[src/design/line_follower_pid_drive_top_defines.svh]
// assertion macros for the line follower pid drive block
// used by line_follower_pid_drive_top; expects clock and reset in scope
`ifndef LINE_FOLLOWER_PID_DRIVE_TOP_DEFINES_SVH
`define LINE_FOLLOWER_PID_DRIVE_TOP_DEFINES_SVH

// condition holds in the same cycle
`define LFPD_ASSERT_SAME(label, pre, post) \
   label: assert property (@(posedge clock) disable iff (reset) (pre) |-> (post)) \
      else $error("lfpd: same cycle check failed");

// condition holds in the following cycle
`define LFPD_ASSERT_NEXT(label, pre, post) \
   label: assert property (@(posedge clock) disable iff (reset) (pre) |=> (post)) \
      else $error("lfpd: next cycle check failed");

`endif

[src/design/lfpd_pkg.sv]
// shared types and constants of the line follower pid drive block
// no dependencies; used by every module of the block
`default_nettype none

package lfpd_pkg;

   localparam int SENSOR_COUNT = 8;
   localparam int SAMPLE_BITS  = 10;
   localparam int FRAC_BITS    = 8;

   localparam int REQ_DATA_W = ((SENSOR_COUNT * SAMPLE_BITS + 7) / 8) * 8;
   localparam int WSUM_W     = SAMPLE_BITS + $clog2(SENSOR_COUNT * SENSOR_COUNT / 4 + 1) + 1;
   localparam int MAG_W      = WSUM_W - 1;
   localparam int NUM_W      = MAG_W + FRAC_BITS;
   localparam int TOTAL_W    = SAMPLE_BITS + $clog2(SENSOR_COUNT);
   localparam int DIV_CNT_W  = $clog2(NUM_W);

   localparam int POS_W       = 11;
   localparam int POS_MAX_MAG = 2 ** (POS_W - 1) - 1;
   localparam int POS_NEG_MAG = 2 ** (POS_W - 1);
   localparam int INTEG_W     = 24;
   localparam int GAIN_W      = 12;
   localparam int SPEED_W     = 13;
   localparam int LIMIT_W     = 12;
   localparam int TOTAL_OUT_W = 13;

   localparam int PROD_W     = GAIN_W + 1 + INTEG_W;
   localparam int ACC_W      = PROD_W + 2;
   localparam int CORR_W     = ACC_W - FRAC_BITS;
   localparam int ROUND_BIAS = 2 ** FRAC_BITS - 1;

   localparam int RSP_DATA_W = ((2 * SPEED_W + POS_W + TOTAL_OUT_W + 7) / 8) * 8;

   localparam int CSR_INDEX_W = 3;
   localparam int CSR_DATA_W  = 13;

   localparam logic [CSR_INDEX_W-1:0] REG_GAIN_P     = 3'd0;
   localparam logic [CSR_INDEX_W-1:0] REG_GAIN_I     = 3'd1;
   localparam logic [CSR_INDEX_W-1:0] REG_GAIN_D     = 3'd2;
   localparam logic [CSR_INDEX_W-1:0] REG_BASE_SPEED = 3'd3;
   localparam logic [CSR_INDEX_W-1:0] REG_LIMIT      = 3'd4;

   localparam logic [GAIN_W-1:0]         RESET_GAIN_P = 12'd768;
   localparam logic [GAIN_W-1:0]         RESET_GAIN_I = 12'd0;
   localparam logic [GAIN_W-1:0]         RESET_GAIN_D = 12'd717;
   localparam logic signed [SPEED_W-1:0] RESET_BASE   = 13'sd3840;
   localparam logic [LIMIT_W-1:0]        RESET_LIMIT  = 12'd3840;

   typedef struct packed {
      logic [GAIN_W-1:0]         gain_proportional;
      logic [GAIN_W-1:0]         gain_integral;
      logic [GAIN_W-1:0]         gain_derivative;
      logic signed [SPEED_W-1:0] base_speed;
      logic [LIMIT_W-1:0]        speed_limit;
   } cfg_type;

   typedef enum logic [3:0] {
      OP_NONE,
      OP_LOAD,
      OP_DIV,
      OP_POS,
      OP_MUL_P,
      OP_MUL_I,
      OP_MUL_D,
      OP_ACCUM,
      OP_ROUND,
      OP_DRIVE
   } dp_op_type;

   typedef struct packed {
      dp_op_type op;
   } dp_cmd_type;

   typedef enum logic [3:0] {
      ST_IDLE,
      ST_DIVIDE,
      ST_POSITION,
      ST_MUL_P,
      ST_MUL_I,
      ST_MUL_D,
      ST_ACCUM,
      ST_ROUND,
      ST_DRIVE
   } ctrl_state_type;

endpackage

`default_nettype wire

[src/design/lfpd_csr.sv]
// configuration registers: gains, base speed and speed limit
// depends on lfpd_pkg
`default_nettype none

module lfpd_csr (
   input  wire logic                               clock,
   input  wire logic                               reset,
   input  wire logic                               csr_valid,
   output logic                                    csr_ready,
   input  wire logic [lfpd_pkg::CSR_INDEX_W-1:0]   csr_index,
   input  wire logic [lfpd_pkg::CSR_DATA_W-1:0]    csr_data,
   output lfpd_pkg::cfg_type                       cfg
);

   lfpd_pkg::cfg_type cfg_ff;
   lfpd_pkg::cfg_type cfg_in;

   assign csr_ready = 1'b1;
   assign cfg       = cfg_ff;

   always_comb begin
      cfg_in = cfg_ff;
      if (csr_valid) begin
         unique case (csr_index)
            lfpd_pkg::REG_GAIN_P: begin
               cfg_in.gain_proportional = csr_data[lfpd_pkg::GAIN_W-1:0];
            end
            lfpd_pkg::REG_GAIN_I: begin
               cfg_in.gain_integral = csr_data[lfpd_pkg::GAIN_W-1:0];
            end
            lfpd_pkg::REG_GAIN_D: begin
               cfg_in.gain_derivative = csr_data[lfpd_pkg::GAIN_W-1:0];
            end
            lfpd_pkg::REG_BASE_SPEED: begin
               cfg_in.base_speed = signed'(csr_data[lfpd_pkg::SPEED_W-1:0]);
            end
            lfpd_pkg::REG_LIMIT: begin
               cfg_in.speed_limit = csr_data[lfpd_pkg::LIMIT_W-1:0];
            end
            default: begin
               cfg_in = cfg_ff;
            end
         endcase
      end
   end

   always_ff @(posedge clock) begin
      if (reset) begin
         cfg_ff.gain_proportional <= lfpd_pkg::RESET_GAIN_P;
         cfg_ff.gain_integral     <= lfpd_pkg::RESET_GAIN_I;
         cfg_ff.gain_derivative   <= lfpd_pkg::RESET_GAIN_D;
         cfg_ff.base_speed        <= lfpd_pkg::RESET_BASE;
         cfg_ff.speed_limit       <= lfpd_pkg::RESET_LIMIT;
      end else begin
         cfg_ff <= cfg_in;
      end
   end

endmodule

`default_nettype wire

[src/design/lfpd_ctrl.sv]
// sequencer of the drive step: divide, pid multiplies, result hand-off
// depends on lfpd_pkg; drives lfpd_datapath through dp_cmd_type
`default_nettype none

module lfpd_ctrl (
   input  wire logic          clock,
   input  wire logic          reset,
   input  wire logic          req_tvalid,
   output logic               req_tready,
   output logic               rsp_tvalid,
   input  wire logic          rsp_tready,
   output lfpd_pkg::dp_cmd_type cmd
);

   lfpd_pkg::ctrl_state_type state_ff;
   lfpd_pkg::ctrl_state_type state_in;
   logic [lfpd_pkg::DIV_CNT_W-1:0] div_cnt_ff;
   logic [lfpd_pkg::DIV_CNT_W-1:0] div_cnt_in;
   logic rsp_valid_ff;
   logic rsp_valid_in;
   logic drive_ok;

   assign drive_ok   = !rsp_valid_ff || rsp_tready;
   assign rsp_tvalid = rsp_valid_ff;

   // next state
   always_comb begin
      state_in   = state_ff;
      div_cnt_in = div_cnt_ff;
      unique case (state_ff)
         lfpd_pkg::ST_IDLE: begin
            if (req_tvalid) begin
               state_in   = lfpd_pkg::ST_DIVIDE;
               div_cnt_in = lfpd_pkg::DIV_CNT_W'(lfpd_pkg::NUM_W - 1);
            end
         end
         lfpd_pkg::ST_DIVIDE: begin
            div_cnt_in = div_cnt_ff - 1'b1;
            if (div_cnt_ff == '0) begin
               state_in = lfpd_pkg::ST_POSITION;
            end
         end
         lfpd_pkg::ST_POSITION: state_in = lfpd_pkg::ST_MUL_P;
         lfpd_pkg::ST_MUL_P:    state_in = lfpd_pkg::ST_MUL_I;
         lfpd_pkg::ST_MUL_I:    state_in = lfpd_pkg::ST_MUL_D;
         lfpd_pkg::ST_MUL_D:    state_in = lfpd_pkg::ST_ACCUM;
         lfpd_pkg::ST_ACCUM:    state_in = lfpd_pkg::ST_ROUND;
         lfpd_pkg::ST_ROUND:    state_in = lfpd_pkg::ST_DRIVE;
         lfpd_pkg::ST_DRIVE: begin
            if (drive_ok) begin
               state_in = lfpd_pkg::ST_IDLE;
            end
         end
         default: state_in = lfpd_pkg::ST_IDLE;
      endcase
   end

   // outputs
   always_comb begin
      req_tready   = 1'b0;
      cmd.op       = lfpd_pkg::OP_NONE;
      rsp_valid_in = rsp_valid_ff && !rsp_tready;
      unique case (state_ff)
         lfpd_pkg::ST_IDLE: begin
            req_tready = 1'b1;
            if (req_tvalid) begin
               cmd.op = lfpd_pkg::OP_LOAD;
            end
         end
         lfpd_pkg::ST_DIVIDE:   cmd.op = lfpd_pkg::OP_DIV;
         lfpd_pkg::ST_POSITION: cmd.op = lfpd_pkg::OP_POS;
         lfpd_pkg::ST_MUL_P:    cmd.op = lfpd_pkg::OP_MUL_P;
         lfpd_pkg::ST_MUL_I:    cmd.op = lfpd_pkg::OP_MUL_I;
         lfpd_pkg::ST_MUL_D:    cmd.op = lfpd_pkg::OP_MUL_D;
         lfpd_pkg::ST_ACCUM:    cmd.op = lfpd_pkg::OP_ACCUM;
         lfpd_pkg::ST_ROUND:    cmd.op = lfpd_pkg::OP_ROUND;
         lfpd_pkg::ST_DRIVE: begin
            if (drive_ok) begin
               cmd.op       = lfpd_pkg::OP_DRIVE;
               rsp_valid_in = 1'b1;
            end
         end
         default: cmd.op = lfpd_pkg::OP_NONE;
      endcase
   end

   always_ff @(posedge clock) begin
      if (reset) begin
         state_ff     <= lfpd_pkg::ST_IDLE;
         div_cnt_ff   <= '0;
         rsp_valid_ff <= 1'b0;
      end else begin
         state_ff     <= state_in;
         div_cnt_ff   <= div_cnt_in;
         rsp_valid_ff <= rsp_valid_in;
      end
   end

endmodule

`default_nettype wire

[src/design/lfpd_datapath.sv]
// datapath: centroid sums, restoring divider, shared pid multiplier, clamps
// depends on lfpd_pkg; sequenced by lfpd_ctrl
`default_nettype none

module lfpd_datapath (
   input  wire logic                                   clock,
   input  wire logic                                   reset,
   input  wire lfpd_pkg::dp_cmd_type                   cmd,
   input  wire lfpd_pkg::cfg_type                      cfg,
   input  wire logic [lfpd_pkg::REQ_DATA_W-1:0]        req_tdata,
   output logic signed [lfpd_pkg::SPEED_W-1:0]         wheel_left,
   output logic signed [lfpd_pkg::SPEED_W-1:0]         wheel_right,
   output logic signed [lfpd_pkg::POS_W-1:0]           line_position,
   output logic [lfpd_pkg::TOTAL_OUT_W-1:0]            sample_total
);

   localparam int SC  = lfpd_pkg::SENSOR_COUNT;
   localparam int SB  = lfpd_pkg::SAMPLE_BITS;
   localparam int WW  = lfpd_pkg::WSUM_W;
   localparam int TW  = lfpd_pkg::TOTAL_W;
   localparam int NW  = lfpd_pkg::NUM_W;
   localparam int PW  = lfpd_pkg::POS_W;
   localparam int IW  = lfpd_pkg::INTEG_W;
   localparam int AW  = lfpd_pkg::ACC_W;
   localparam int CW  = lfpd_pkg::CORR_W;
   localparam int SW  = lfpd_pkg::SPEED_W;

   // division operands and result
   logic              neg_ff;
   logic [TW-1:0]     total_ff;
   logic [TW-1:0]     rem_ff;
   logic [NW-1:0]     quo_ff;
   logic signed [PW-1:0] pos_ff;
   // pid state
   logic signed [IW-1:0] integ_ff;
   logic signed [PW-1:0] prev_ff;
   logic signed [lfpd_pkg::PROD_W-1:0] prod_ff;
   logic signed [AW-1:0] acc_ff;
   logic signed [CW-1:0] corr_ff;
   // result register
   logic signed [SW-1:0] left_ff;
   logic signed [SW-1:0] right_ff;
   logic signed [PW-1:0] pos_out_ff;
   logic [lfpd_pkg::TOTAL_OUT_W-1:0] total_out_ff;

   logic signed [WW-1:0] wsum;
   logic [TW-1:0]        tsum;
   logic [lfpd_pkg::MAG_W-1:0] wmag;

   logic [TW:0]          trial;
   logic                 trial_ge;
   logic [TW-1:0]        rem_in;
   logic [NW-1:0]        quo_in;
   logic signed [PW-1:0] pos_in;

   logic signed [IW:0]   isum;
   logic signed [IW-1:0] integ_in;
   logic signed [PW:0]   deriv;
   logic [lfpd_pkg::GAIN_W-1:0] gain_sel;
   logic signed [lfpd_pkg::GAIN_W:0] gain_ext;
   logic signed [IW-1:0] opnd_sel;
   logic signed [lfpd_pkg::PROD_W-1:0] mul_prod;

   logic signed [AW-1:0] acc_adj;
   logic signed [CW:0]   base_ext;
   logic signed [CW:0]   corr_ext;
   logic signed [CW:0]   lim_pos;
   logic signed [CW:0]   lim_neg;
   logic signed [CW:0]   left_raw;
   logic signed [CW:0]   right_raw;
   logic signed [CW:0]   left_clip;
   logic signed [CW:0]   right_clip;

   // weighted and plain sums of the samples
   always_comb begin
      logic signed [WW-1:0] weight;
      logic signed [WW-1:0] sample;
      wsum = '0;
      tsum = '0;
      for (int i = 0; i < SC; i++) begin
         weight = WW'(i) - WW'(SC / 2);
         sample = signed'(WW'(req_tdata[i*SB +: SB]));
         wsum   = wsum + weight * sample;
         tsum   = tsum + TW'(req_tdata[i*SB +: SB]);
      end
      wmag = wsum[WW-1] ? lfpd_pkg::MAG_W'(-wsum) : lfpd_pkg::MAG_W'(wsum);
   end

   // one restoring divide step
   always_comb begin
      trial    = {rem_ff, quo_ff[NW-1]};
      trial_ge = trial >= {1'b0, total_ff};
      rem_in   = trial_ge ? TW'(trial - {1'b0, total_ff}) : trial[TW-1:0];
      quo_in   = {quo_ff[NW-2:0], trial_ge};
   end

   // signed, saturated position from the quotient
   always_comb begin
      if (total_ff == '0) begin
         pos_in = '0;
      end else if (!neg_ff) begin
         pos_in = (quo_ff > NW'(lfpd_pkg::POS_MAX_MAG)) ?
                  PW'(lfpd_pkg::POS_MAX_MAG) : signed'(quo_ff[PW-1:0]);
      end else begin
         pos_in = (quo_ff > NW'(lfpd_pkg::POS_NEG_MAG)) ?
                  -PW'(lfpd_pkg::POS_NEG_MAG) : -signed'(quo_ff[PW-1:0]);
      end
   end

   // integral with saturation, derivative term
   always_comb begin
      isum = (IW+1)'(integ_ff) + (IW+1)'(pos_ff);
      if (isum[IW] != isum[IW-1]) begin
         integ_in = isum[IW] ? {1'b1, {(IW-1){1'b0}}} : {1'b0, {(IW-1){1'b1}}};
      end else begin
         integ_in = isum[IW-1:0];
      end
      deriv = (PW+1)'(pos_ff) - (PW+1)'(prev_ff);
   end

   // shared multiplier
   always_comb begin
      case (cmd.op)
         lfpd_pkg::OP_MUL_I: begin
            gain_sel = cfg.gain_integral;
            opnd_sel = integ_ff;
         end
         lfpd_pkg::OP_MUL_D: begin
            gain_sel = cfg.gain_derivative;
            opnd_sel = IW'(deriv);
         end
         default: begin
            gain_sel = cfg.gain_proportional;
            opnd_sel = IW'(pos_ff);
         end
      endcase
      gain_ext = signed'({1'b0, gain_sel});
      mul_prod = gain_ext * opnd_sel;
   end

   // truncation toward zero and wheel clamps
   always_comb begin
      acc_adj    = acc_ff + (acc_ff[AW-1] ? AW'(lfpd_pkg::ROUND_BIAS) : AW'(0));
      base_ext   = (CW+1)'(cfg.base_speed);
      corr_ext   = (CW+1)'(corr_ff);
      lim_pos    = signed'((CW+1)'(cfg.speed_limit));
      lim_neg    = -lim_pos;
      left_raw   = base_ext - corr_ext;
      right_raw  = base_ext + corr_ext;
      left_clip  = (left_raw > lim_pos) ? lim_pos :
                   ((left_raw < lim_neg) ? lim_neg : left_raw);
      right_clip = (right_raw > lim_pos) ? lim_pos :
                   ((right_raw < lim_neg) ? lim_neg : right_raw);
   end

   always_ff @(posedge clock) begin
      case (cmd.op)
         lfpd_pkg::OP_LOAD: begin
            neg_ff   <= wsum[WW-1];
            total_ff <= tsum;
            rem_ff   <= '0;
            quo_ff   <= {wmag, {lfpd_pkg::FRAC_BITS{1'b0}}};
         end
         lfpd_pkg::OP_DIV: begin
            rem_ff <= rem_in;
            quo_ff <= quo_in;
         end
         lfpd_pkg::OP_POS: begin
            pos_ff <= pos_in;
         end
         lfpd_pkg::OP_MUL_P: begin
            prod_ff <= mul_prod;
         end
         lfpd_pkg::OP_MUL_I: begin
            acc_ff  <= AW'(prod_ff);
            prod_ff <= mul_prod;
         end
         lfpd_pkg::OP_MUL_D: begin
            acc_ff  <= acc_ff + AW'(prod_ff);
            prod_ff <= mul_prod;
         end
         lfpd_pkg::OP_ACCUM: begin
            acc_ff <= acc_ff + AW'(prod_ff);
         end
         lfpd_pkg::OP_ROUND: begin
            corr_ff <= acc_adj[AW-1:lfpd_pkg::FRAC_BITS];
         end
         lfpd_pkg::OP_DRIVE: begin
            left_ff      <= left_clip[SW-1:0];
            right_ff     <= right_clip[SW-1:0];
            pos_out_ff   <= pos_ff;
            total_out_ff <= lfpd_pkg::TOTAL_OUT_W'(total_ff);
         end
         default: begin
         end
      endcase
   end

   always_ff @(posedge clock) begin
      if (reset) begin
         integ_ff <= '0;
         prev_ff  <= '0;
      end else begin
         if (cmd.op == lfpd_pkg::OP_MUL_P) begin
            integ_ff <= integ_in;
         end
         if (cmd.op == lfpd_pkg::OP_MUL_D) begin
            prev_ff <= pos_ff;
         end
      end
   end

   assign wheel_left    = left_ff;
   assign wheel_right   = right_ff;
   assign line_position = pos_out_ff;
   assign sample_total  = total_out_ff;

endmodule

`default_nettype wire

[src/design/line_follower_pid_drive_top.sv]
// Line follower PID drive.
// req channel: one item holds eight 10 bit IR samples in req_tdata, sensor 0
// in the lowest bits. rsp channel: one item per request with the left and
// right wheel speeds, the Q.8 line position and the sample total.
// csr channel: register index and data, always ready; registers are to be
// written when idle, which the block does not enforce: 0 proportional gain,
// 1 integral gain, 2 derivative gain, 3 base speed, 4 speed limit.
// A new request is taken only after the previous one has gone through the 23
// step restoring divider and the three passes through the single shared
// multiplier and has left the last step.
// Reset (synchronous) clears the integral and last error, restores the
// register defaults and empties the result register.
// The result register holds its item while rsp_tready is low; the next
// request may be taken meanwhile, and its result waits in the last step until
// the register is free.
// depends on lfpd_pkg, lfpd_csr, lfpd_ctrl, lfpd_datapath and the defines header
`default_nettype none
`include "line_follower_pid_drive_top_defines.svh"

module line_follower_pid_drive_top (
   input  wire logic                              clock,
   input  wire logic                              reset,
   input  wire logic                              req_tvalid,
   output logic                                   req_tready,
   // ir_sample_0 .. ir_sample_7, 10 bits each, zero pad to 80 bits
   input  wire logic [lfpd_pkg::REQ_DATA_W-1:0]   req_tdata,
   output logic                                   rsp_tvalid,
   input  wire logic                              rsp_tready,
   // wheel_left 13, wheel_right 13, line_position 11, sample_total 13, zero pad
   output logic [lfpd_pkg::RSP_DATA_W-1:0]        rsp_tdata,
   input  wire logic                              csr_valid,
   output logic                                   csr_ready,
   input  wire logic [lfpd_pkg::CSR_INDEX_W-1:0]  csr_index,
   input  wire logic [lfpd_pkg::CSR_DATA_W-1:0]   csr_data
);

   lfpd_pkg::cfg_type    cfg;
   lfpd_pkg::dp_cmd_type cmd;
   logic signed [lfpd_pkg::SPEED_W-1:0] wheel_left;
   logic signed [lfpd_pkg::SPEED_W-1:0] wheel_right;
   logic signed [lfpd_pkg::POS_W-1:0]   line_position;
   logic [lfpd_pkg::TOTAL_OUT_W-1:0]    sample_total;
   logic signed [lfpd_pkg::SPEED_W:0]   limit_pos;
   logic signed [lfpd_pkg::SPEED_W:0]   limit_neg;
   logic signed [lfpd_pkg::SPEED_W:0]   left_ext;
   logic signed [lfpd_pkg::SPEED_W:0]   right_ext;

   lfpd_csr u_csr (
      .clock     (clock),
      .reset     (reset),
      .csr_valid (csr_valid),
      .csr_ready (csr_ready),
      .csr_index (csr_index),
      .csr_data  (csr_data),
      .cfg       (cfg)
   );

   lfpd_ctrl u_ctrl (
      .clock      (clock),
      .reset      (reset),
      .req_tvalid (req_tvalid),
      .req_tready (req_tready),
      .rsp_tvalid (rsp_tvalid),
      .rsp_tready (rsp_tready),
      .cmd        (cmd)
   );

   lfpd_datapath u_datapath (
      .clock         (clock),
      .reset         (reset),
      .cmd           (cmd),
      .cfg           (cfg),
      .req_tdata     (req_tdata),
      .wheel_left    (wheel_left),
      .wheel_right   (wheel_right),
      .line_position (line_position),
      .sample_total  (sample_total)
   );

   assign rsp_tdata = lfpd_pkg::RSP_DATA_W'({sample_total, line_position,
                                             wheel_right, wheel_left});

   assign limit_pos = signed'((lfpd_pkg::SPEED_W+1)'(cfg.speed_limit));
   assign limit_neg = -limit_pos;
   assign left_ext  = (lfpd_pkg::SPEED_W+1)'(wheel_left);
   assign right_ext = (lfpd_pkg::SPEED_W+1)'(wheel_right);

   `LFPD_ASSERT_NEXT(busy_after_accept, req_tvalid && req_tready, !req_tready)
   `LFPD_ASSERT_SAME(left_within_limit, rsp_tvalid, left_ext <= limit_pos && left_ext >= limit_neg)
   `LFPD_ASSERT_SAME(right_within_limit, rsp_tvalid, right_ext <= limit_pos && right_ext >= limit_neg)
   `LFPD_ASSERT_SAME(zero_total_centred, rsp_tvalid && sample_total == '0, line_position == '0)

endmodule

`default_nettype wire
[config.mk]
export PLATFORM = sky130hd
export DESIGN_NAME = line_follower_pid_drive_top
export DESIGN_NICKNAME = d
export VERILOG_FILES = /design/src/design/lfpd_pkg.sv /design/src/design/lfpd_csr.sv /design/src/design/lfpd_ctrl.sv /design/src/design/lfpd_datapath.sv /design/src/design/line_follower_pid_drive_top.sv
export VERILOG_INCLUDE_DIRS = /design/src /design/src/design
export SDC_FILE = /design/constraint.sdc
export NUM_CORES = 2
export LEC_CHECK = 0
export ABC_CLOCK_PERIOD_IN_PS = 17900
export BUFFER_PORTS_ARGS = -buffer_cell sky130_fd_sc_hd__buf_4
export CORE_MARGIN = 10
export CORE_UTILIZATION = 70
export DETAILED_ROUTE_END_ITERATION = 7
export PLACE_DENSITY = 0.89
export REMOVE_ABC_BUFFERS = 1
export SYNTH_ARGS = -nofsm -noshare
export SYNTH_HDL_FRONTEND = slang
export SYNTH_HIERARCHICAL = 1
export SYNTH_SLANG_ARGS = --single-unit
[constraint.sdc]
create_clock -name clock -period 17.9 [get_ports clock]
set_input_delay 3.58 -clock clock [delete_from_list [all_inputs] [get_ports clock]]
set_output_delay 3.58 -clock clock [all_outputs]
set_load 0.02 [all_outputs]
Yosys cells after proc, flatten, opt, wreduce, memory -nomap -nowiden --
Cells that the tools add are included. Widths: inputs -> output; s select.
Word-level totals: register bits 324, output and inout port bits 59
Cells by class: add/subtract/negate cells 27, multiply operators 3, $lt $le $gt $ge 7, equal/unequal tests 25, mux-type cells 29, reduce and logical (&&, ||, !) cells 20
Operators with widths (count):
- $add 13x10->13 | 6
- $pmux 39 s2 | 1
- $pmux 4 s9 | 2
- $gt 32x13->1 | 2
- $lt 32x32->1 | 2
- $add 16x16->16 | 3
- $mux 24 | 2
- $pmux 24 s2 | 1
- $pmux 23 s2 | 1
- $add 39x37->39 | 1
- $add 39x39->39 | 1
- $mux 13 | 3
- $mul 13x24->37 | 1
- $mux 11 | 3
- $add 13x31->32 | 1
- $eq 4x3->1 const B | 8
- $neg 12->32 | 1
- $sub 13x31->32 | 1
- $pmux 13 s2 | 1
- $add 24x11->25 | 1
- $mux 12 | 2
- $pmux 12 s2 | 1
- $gt 23x10->1 const B | 1
- $gt 23x11->1 const B | 1
- 42 further kinds | 64

Longest topological paths before layout --
depth after elaboration 10, gate-level depth with buffers 35

By module --
The synthesis kept the hierarchy.
By module, submodules not included:
- lfpd_datapath | times used 1, cells an instance 4180, area each 36741.5 sq um, seq. area each 7247.0 sq um
- lfpd_csr | times used 1, cells an instance 229, area each 2439.8 sq um, seq. area each 1221.2 sq um
- lfpd_ctrl | times used 1, cells an instance 68, area each 575.6 sq um, seq. area each 200.2 sq um
- line_follower_pid_drive_top | times used 1, cells an instance 7, area each 48.8 sq um, seq. area each 0.0 sq um

Worst setup path before layout --
Ideal clock, no wire load.
path kind input to register, start point in rsp_tready, end point reg u_datapath/prod_ff[30] (netlist bit) (data pin), data arrival time 10953 ps, data required time 17634 ps, path slack 6682 ps, cell stages on the path 31, buffers on the path 2, path through nand2b_1 -> nand3_1 -> nand2_1 -> nor2b_1 -> nand2_1 -> or2_2 -> clkbuf_1 -> or4_1 -> o21ai_1 -> clkbuf_1 -> a21o_1 -> nand2_1 -> fa_1 -> inv_1 -> fa_1 -> fa_1 -> fa_1 -> inv_1 -> fa_1 -> inv_1 -> ha_1 -> a21o_1 -> a21oi_1 -> a21boi_0 -> o21a_1 -> nand2_1 -> o21a_1 -> a31o_2 -> a2111oi_0 -> nor3_1 -> xor2_1
RTL lines:
- start: declaration | line line_follower_pid_drive_top.sv:28 | input wire logic rsp_tready,
- end signal: assignment | line lfpd_datapath.sv:172 | prod_ff <= mul_prod;
- end signal: assignment | line lfpd_datapath.sv:176 | prod_ff <= mul_prod;
- end signal: assignment | line lfpd_datapath.sv:180 | prod_ff <= mul_prod;
- end: declaration | line lfpd_datapath.sv:37 | logic signed [lfpd_pkg::PROD_W-1:0] prod_ff;

==> flow_metrics.py <==
metrics = {
    "floorplanning": {
        "core_sq_um": 56400,
        "die_y_microns": 258,
        "die-area_sq_um": 66800,
        "num_rows": 87,
        "die_w_microns": 258,
        "start_util_pct": 70.6,
        "ios": 160,
    },
    "synth": {
        "synthFlopType": "edfxtp_1",
        "ys_ff_latch": 324,
        "ys_types": 104,
        "synthesis.instances": 4484,
        "synth-async-reset-ratio_pct": 0,
        "synth_seq_area_share_pct": 21.8,
        "synth-warning-count": 6,
        "syn_avg_cell_area_sq_um": 8.88,
        "syn_area_sq_um": 39800,
        "synth_edf_count": 218,
    },
    "clock_network": {
        "clk_latency_ns": 0.57,
        "path_clk_slew_ns": 0.06,
        "cts_tree": "built",
        "clock_sinks": 324,
        "post_cts.repair.setup_buffers": 0,
        "cts_root_buf": "clkbuf_16",
        "cts_buffers": 37,
        "htree_levels": 2,
        "clockBufferDepth": 3,
        "cts_repair_resize_count": 0,
        "ctsHoldBuffers": 0,
    },
    "timing": {
        "rsz0062_at_grt": "no",
        "fin_ws_ns": 5.57,
        "hold_viol": 0,
        "slew_viol_final": 0,
        "worst_pin_slew_ns": 1.40,
        "min_period_ns": 12.33,
        "slew_headroom_pct": 5.89,
        "fin_setup_tns_ns": 0,
        "period_share_pct": 68.9,
        "setup_violations": 0,
        "clock_skew_ns": 0.0355,
        "fmax_mhz": 81.1,
    },
    "worst_setup_path": {
        "criticalPathCategory": "in2reg",
        "start_kind": "input port",
        "critPathCaptureType": "flop",
        "slowest_stage": "fa_1",
        "critPathMostFrequentCell": "fa_1",
        "critPathMaxStageDelay_ns": 0.54,
        "crit_buf_inv": 7,
        "crit_fanout": 40,
        "arrival_ns": 12.64,
        "required_ns": 18.21,
        "path_delay_family": "simple AND/OR/NAND/NOR gates",
    },
    "power_and_ir_drop": {
        "powerDensity_nw_per_um2": 122,
        "leakage_nw": 20.1,
        "irDropWorstVdd_v": 0.000218,
    },
    "final_layout": {
        "mostFrequentLayoutCell": "inv_1",
        "nets": 5455,
        "nFillCells": 3887,
        "area_growth_pct": 7.60,
        "drive_gt1_share_pct": 7.05,
        "final_cell_mix": "660 x inv_1, 417 x ha_1, 406 x nand2_1",
    },
    "route": {
        "drt_wl_total_microns": 105000,
        "dr.pass1.iters": 7,
        "drc": 0,
        "ant_nets": 0,
        "num_vias": 33200,
        "post_drt_wl_per_cell_microns": 19.7,
        "drt_iter0_markers": 3169,
        "vias_per_cell": 6.20,
    },
    "min_path": {
        "hold_path_class": "reg2reg",
    },
    "grt": {
        "gr-total-overflow": 0,
        "grt_max_degree": 82,
        "antenna_found_initial": 6,
        "first_global_vias": 33700,
        "grt_pass1_wl_microns": 171000,
        "grt_usage_pct": 31.2,
    },
    "job": {
        "drv_cap": 0,
    },
    "placed_design": {
        "place_congestion": 1.02,
        "hpwlAfterDp_microns": 83700,
        "pre_cts_ws_ns": 5.10,
        "io_buffers": 152,
    },
    "run_status": {
        "status": "completed",
    },
}
## registers in the layout (all words and copies together) (netlist names), 23 cells and up
signal and cells:
u_csr/cfg 61, u_datapath/acc_ff 39, u_datapath/prod_ff 37, u_datapath/corr_ff 31, u_datapath/integ_ff 24, u_datapath/quo_ff 23
## where the power goes
part           internal (mW)  total (mW)  switching (mW)
combinational           1.36        3.31            1.94
clock                  0.460       0.790           0.330
sequential              1.03        1.12          0.0877
total                   2.86        5.22            2.36
## layer usage
layer	wire, microns	part of all wire [%]	track usage [%]
met1	41100	39	39.3
met3	9130	8.7	5.47
met4	4890	4.6	13.7
met5	9	0.0085	0
met2	50300	48	52.3
## synthesized netlist by cell type (9+ instances only)
cell type,number,share of area [%]
a2111oi_0,10,0.22
a211o_1,11,0.24
a211oi_1,39,0.74
a21boi_0,14,0.26
a21o_1,100,1.9
a21oi_1,279,3.5
a221oi_1,11,0.24
a22oi_1,12,0.23
a31oi_1,27,0.42
and2_1,30,0.47
and3_1,32,0.50
buf_2,14,0.18
buf_6,11,0.31
clkbuf_1,108,1.0
dfxtp_1,106,5.3
edfxtp_1,218,16
fa_1,371,19
ha_1,417,13
inv_1,660,6.2
maj3_1,22,0.55
mux2_2,10,0.28
mux2i_1,86,2.2
nand2_1,407,3.8
nand2b_1,105,1.7
nand3_1,67,0.84
nand3b_1,12,0.23
nand4_1,30,0.47
nand4b_1,9,0.20
nor2_1,387,3.6
nor2b_1,44,0.69
nor3_1,82,1.0
nor4_1,21,0.33
o211ai_1,16,0.30
o21a_1,38,0.72
o21ai_0,146,1.8
o21bai_1,41,0.77
o31ai_1,21,0.40
or2_2,17,0.27
or3_1,33,0.52
xnor2_1,173,3.8
xor2_1,74,1.6
## worst reg2reg max path, delay by kind of cell (launching register included)
| family | cells | cell delay [ns] |
|---|---|---|
| buffers and inverters | 6 | 1.27 |
| AND/OR/NAND/NOR | 11 | 3.28 |
| AO/OA/AOI/OAI | 7 | 1.51 |
| XOR/XNOR | 2 | 0.29 |
| adder cells (fa/ha/maj) | 6 | 2.84 |
| flip-flops | 1 | 0.56 |
## metrics by stage
stage	total power, mW	instances	utilization (%)	instance area (sq um)	hold WS, ns
finish	5.22	5356	76.0	42800	0.458
global route	5.65	5355	76.0	42800	0.472
CTS	5.16	5351	75.9	42800	0.455
detailed placement	4.35	5283	73.7	41500	0.444
global placement	4.18	5283	73.7	41500	0.429
floorplan	3.53	4338	-	39100	0.426
## kinds of logic after synthesis
group / count (synthesis) / synth area share [%]
AOI/OAI and AO/OA: 869 / 14.2
xor gates and xnor gates: 247 / 5.43
adders and majority gates: 810 / 32.3
buffers and inverters: 814 / 8.05
DFF: 324 / 21.8
muxes: 98 / 2.52
other: 2 / 0.0189
and+or+nand+nor: 1320 / 15.7
## worst paths after layout
kind,to,cells past startpoint,startpoint,slack (ns)
setup / recovery,u_datapath/prod_ff[36],33,rsp_tready,5.57
hold / removal,u_datapath/prev_ff[2],2,u_datapath/prev_ff[2],0.46
setup reg to reg,u_datapath/prod_ff[36],32,u_ctrl/state_ff[0],7.90
hold reg to reg,u_datapath/prev_ff[2],2,u_datapath/prev_ff[2],0.46
## cell type report
class	instances	area (sq um)	area share (%)
clock inverter	16	143	0.333
inverter	663	2490	5.81
tap	756	946	2.21
clock buffer	52	1130	2.64
antenna	5	12.5	0.0292
timing repair buffer	189	1420	3.31
sequential	324	8670	20.2
multi-input combinational	3351	28000	65.4
Note: power is estimated with default switching activity, not from simulation.
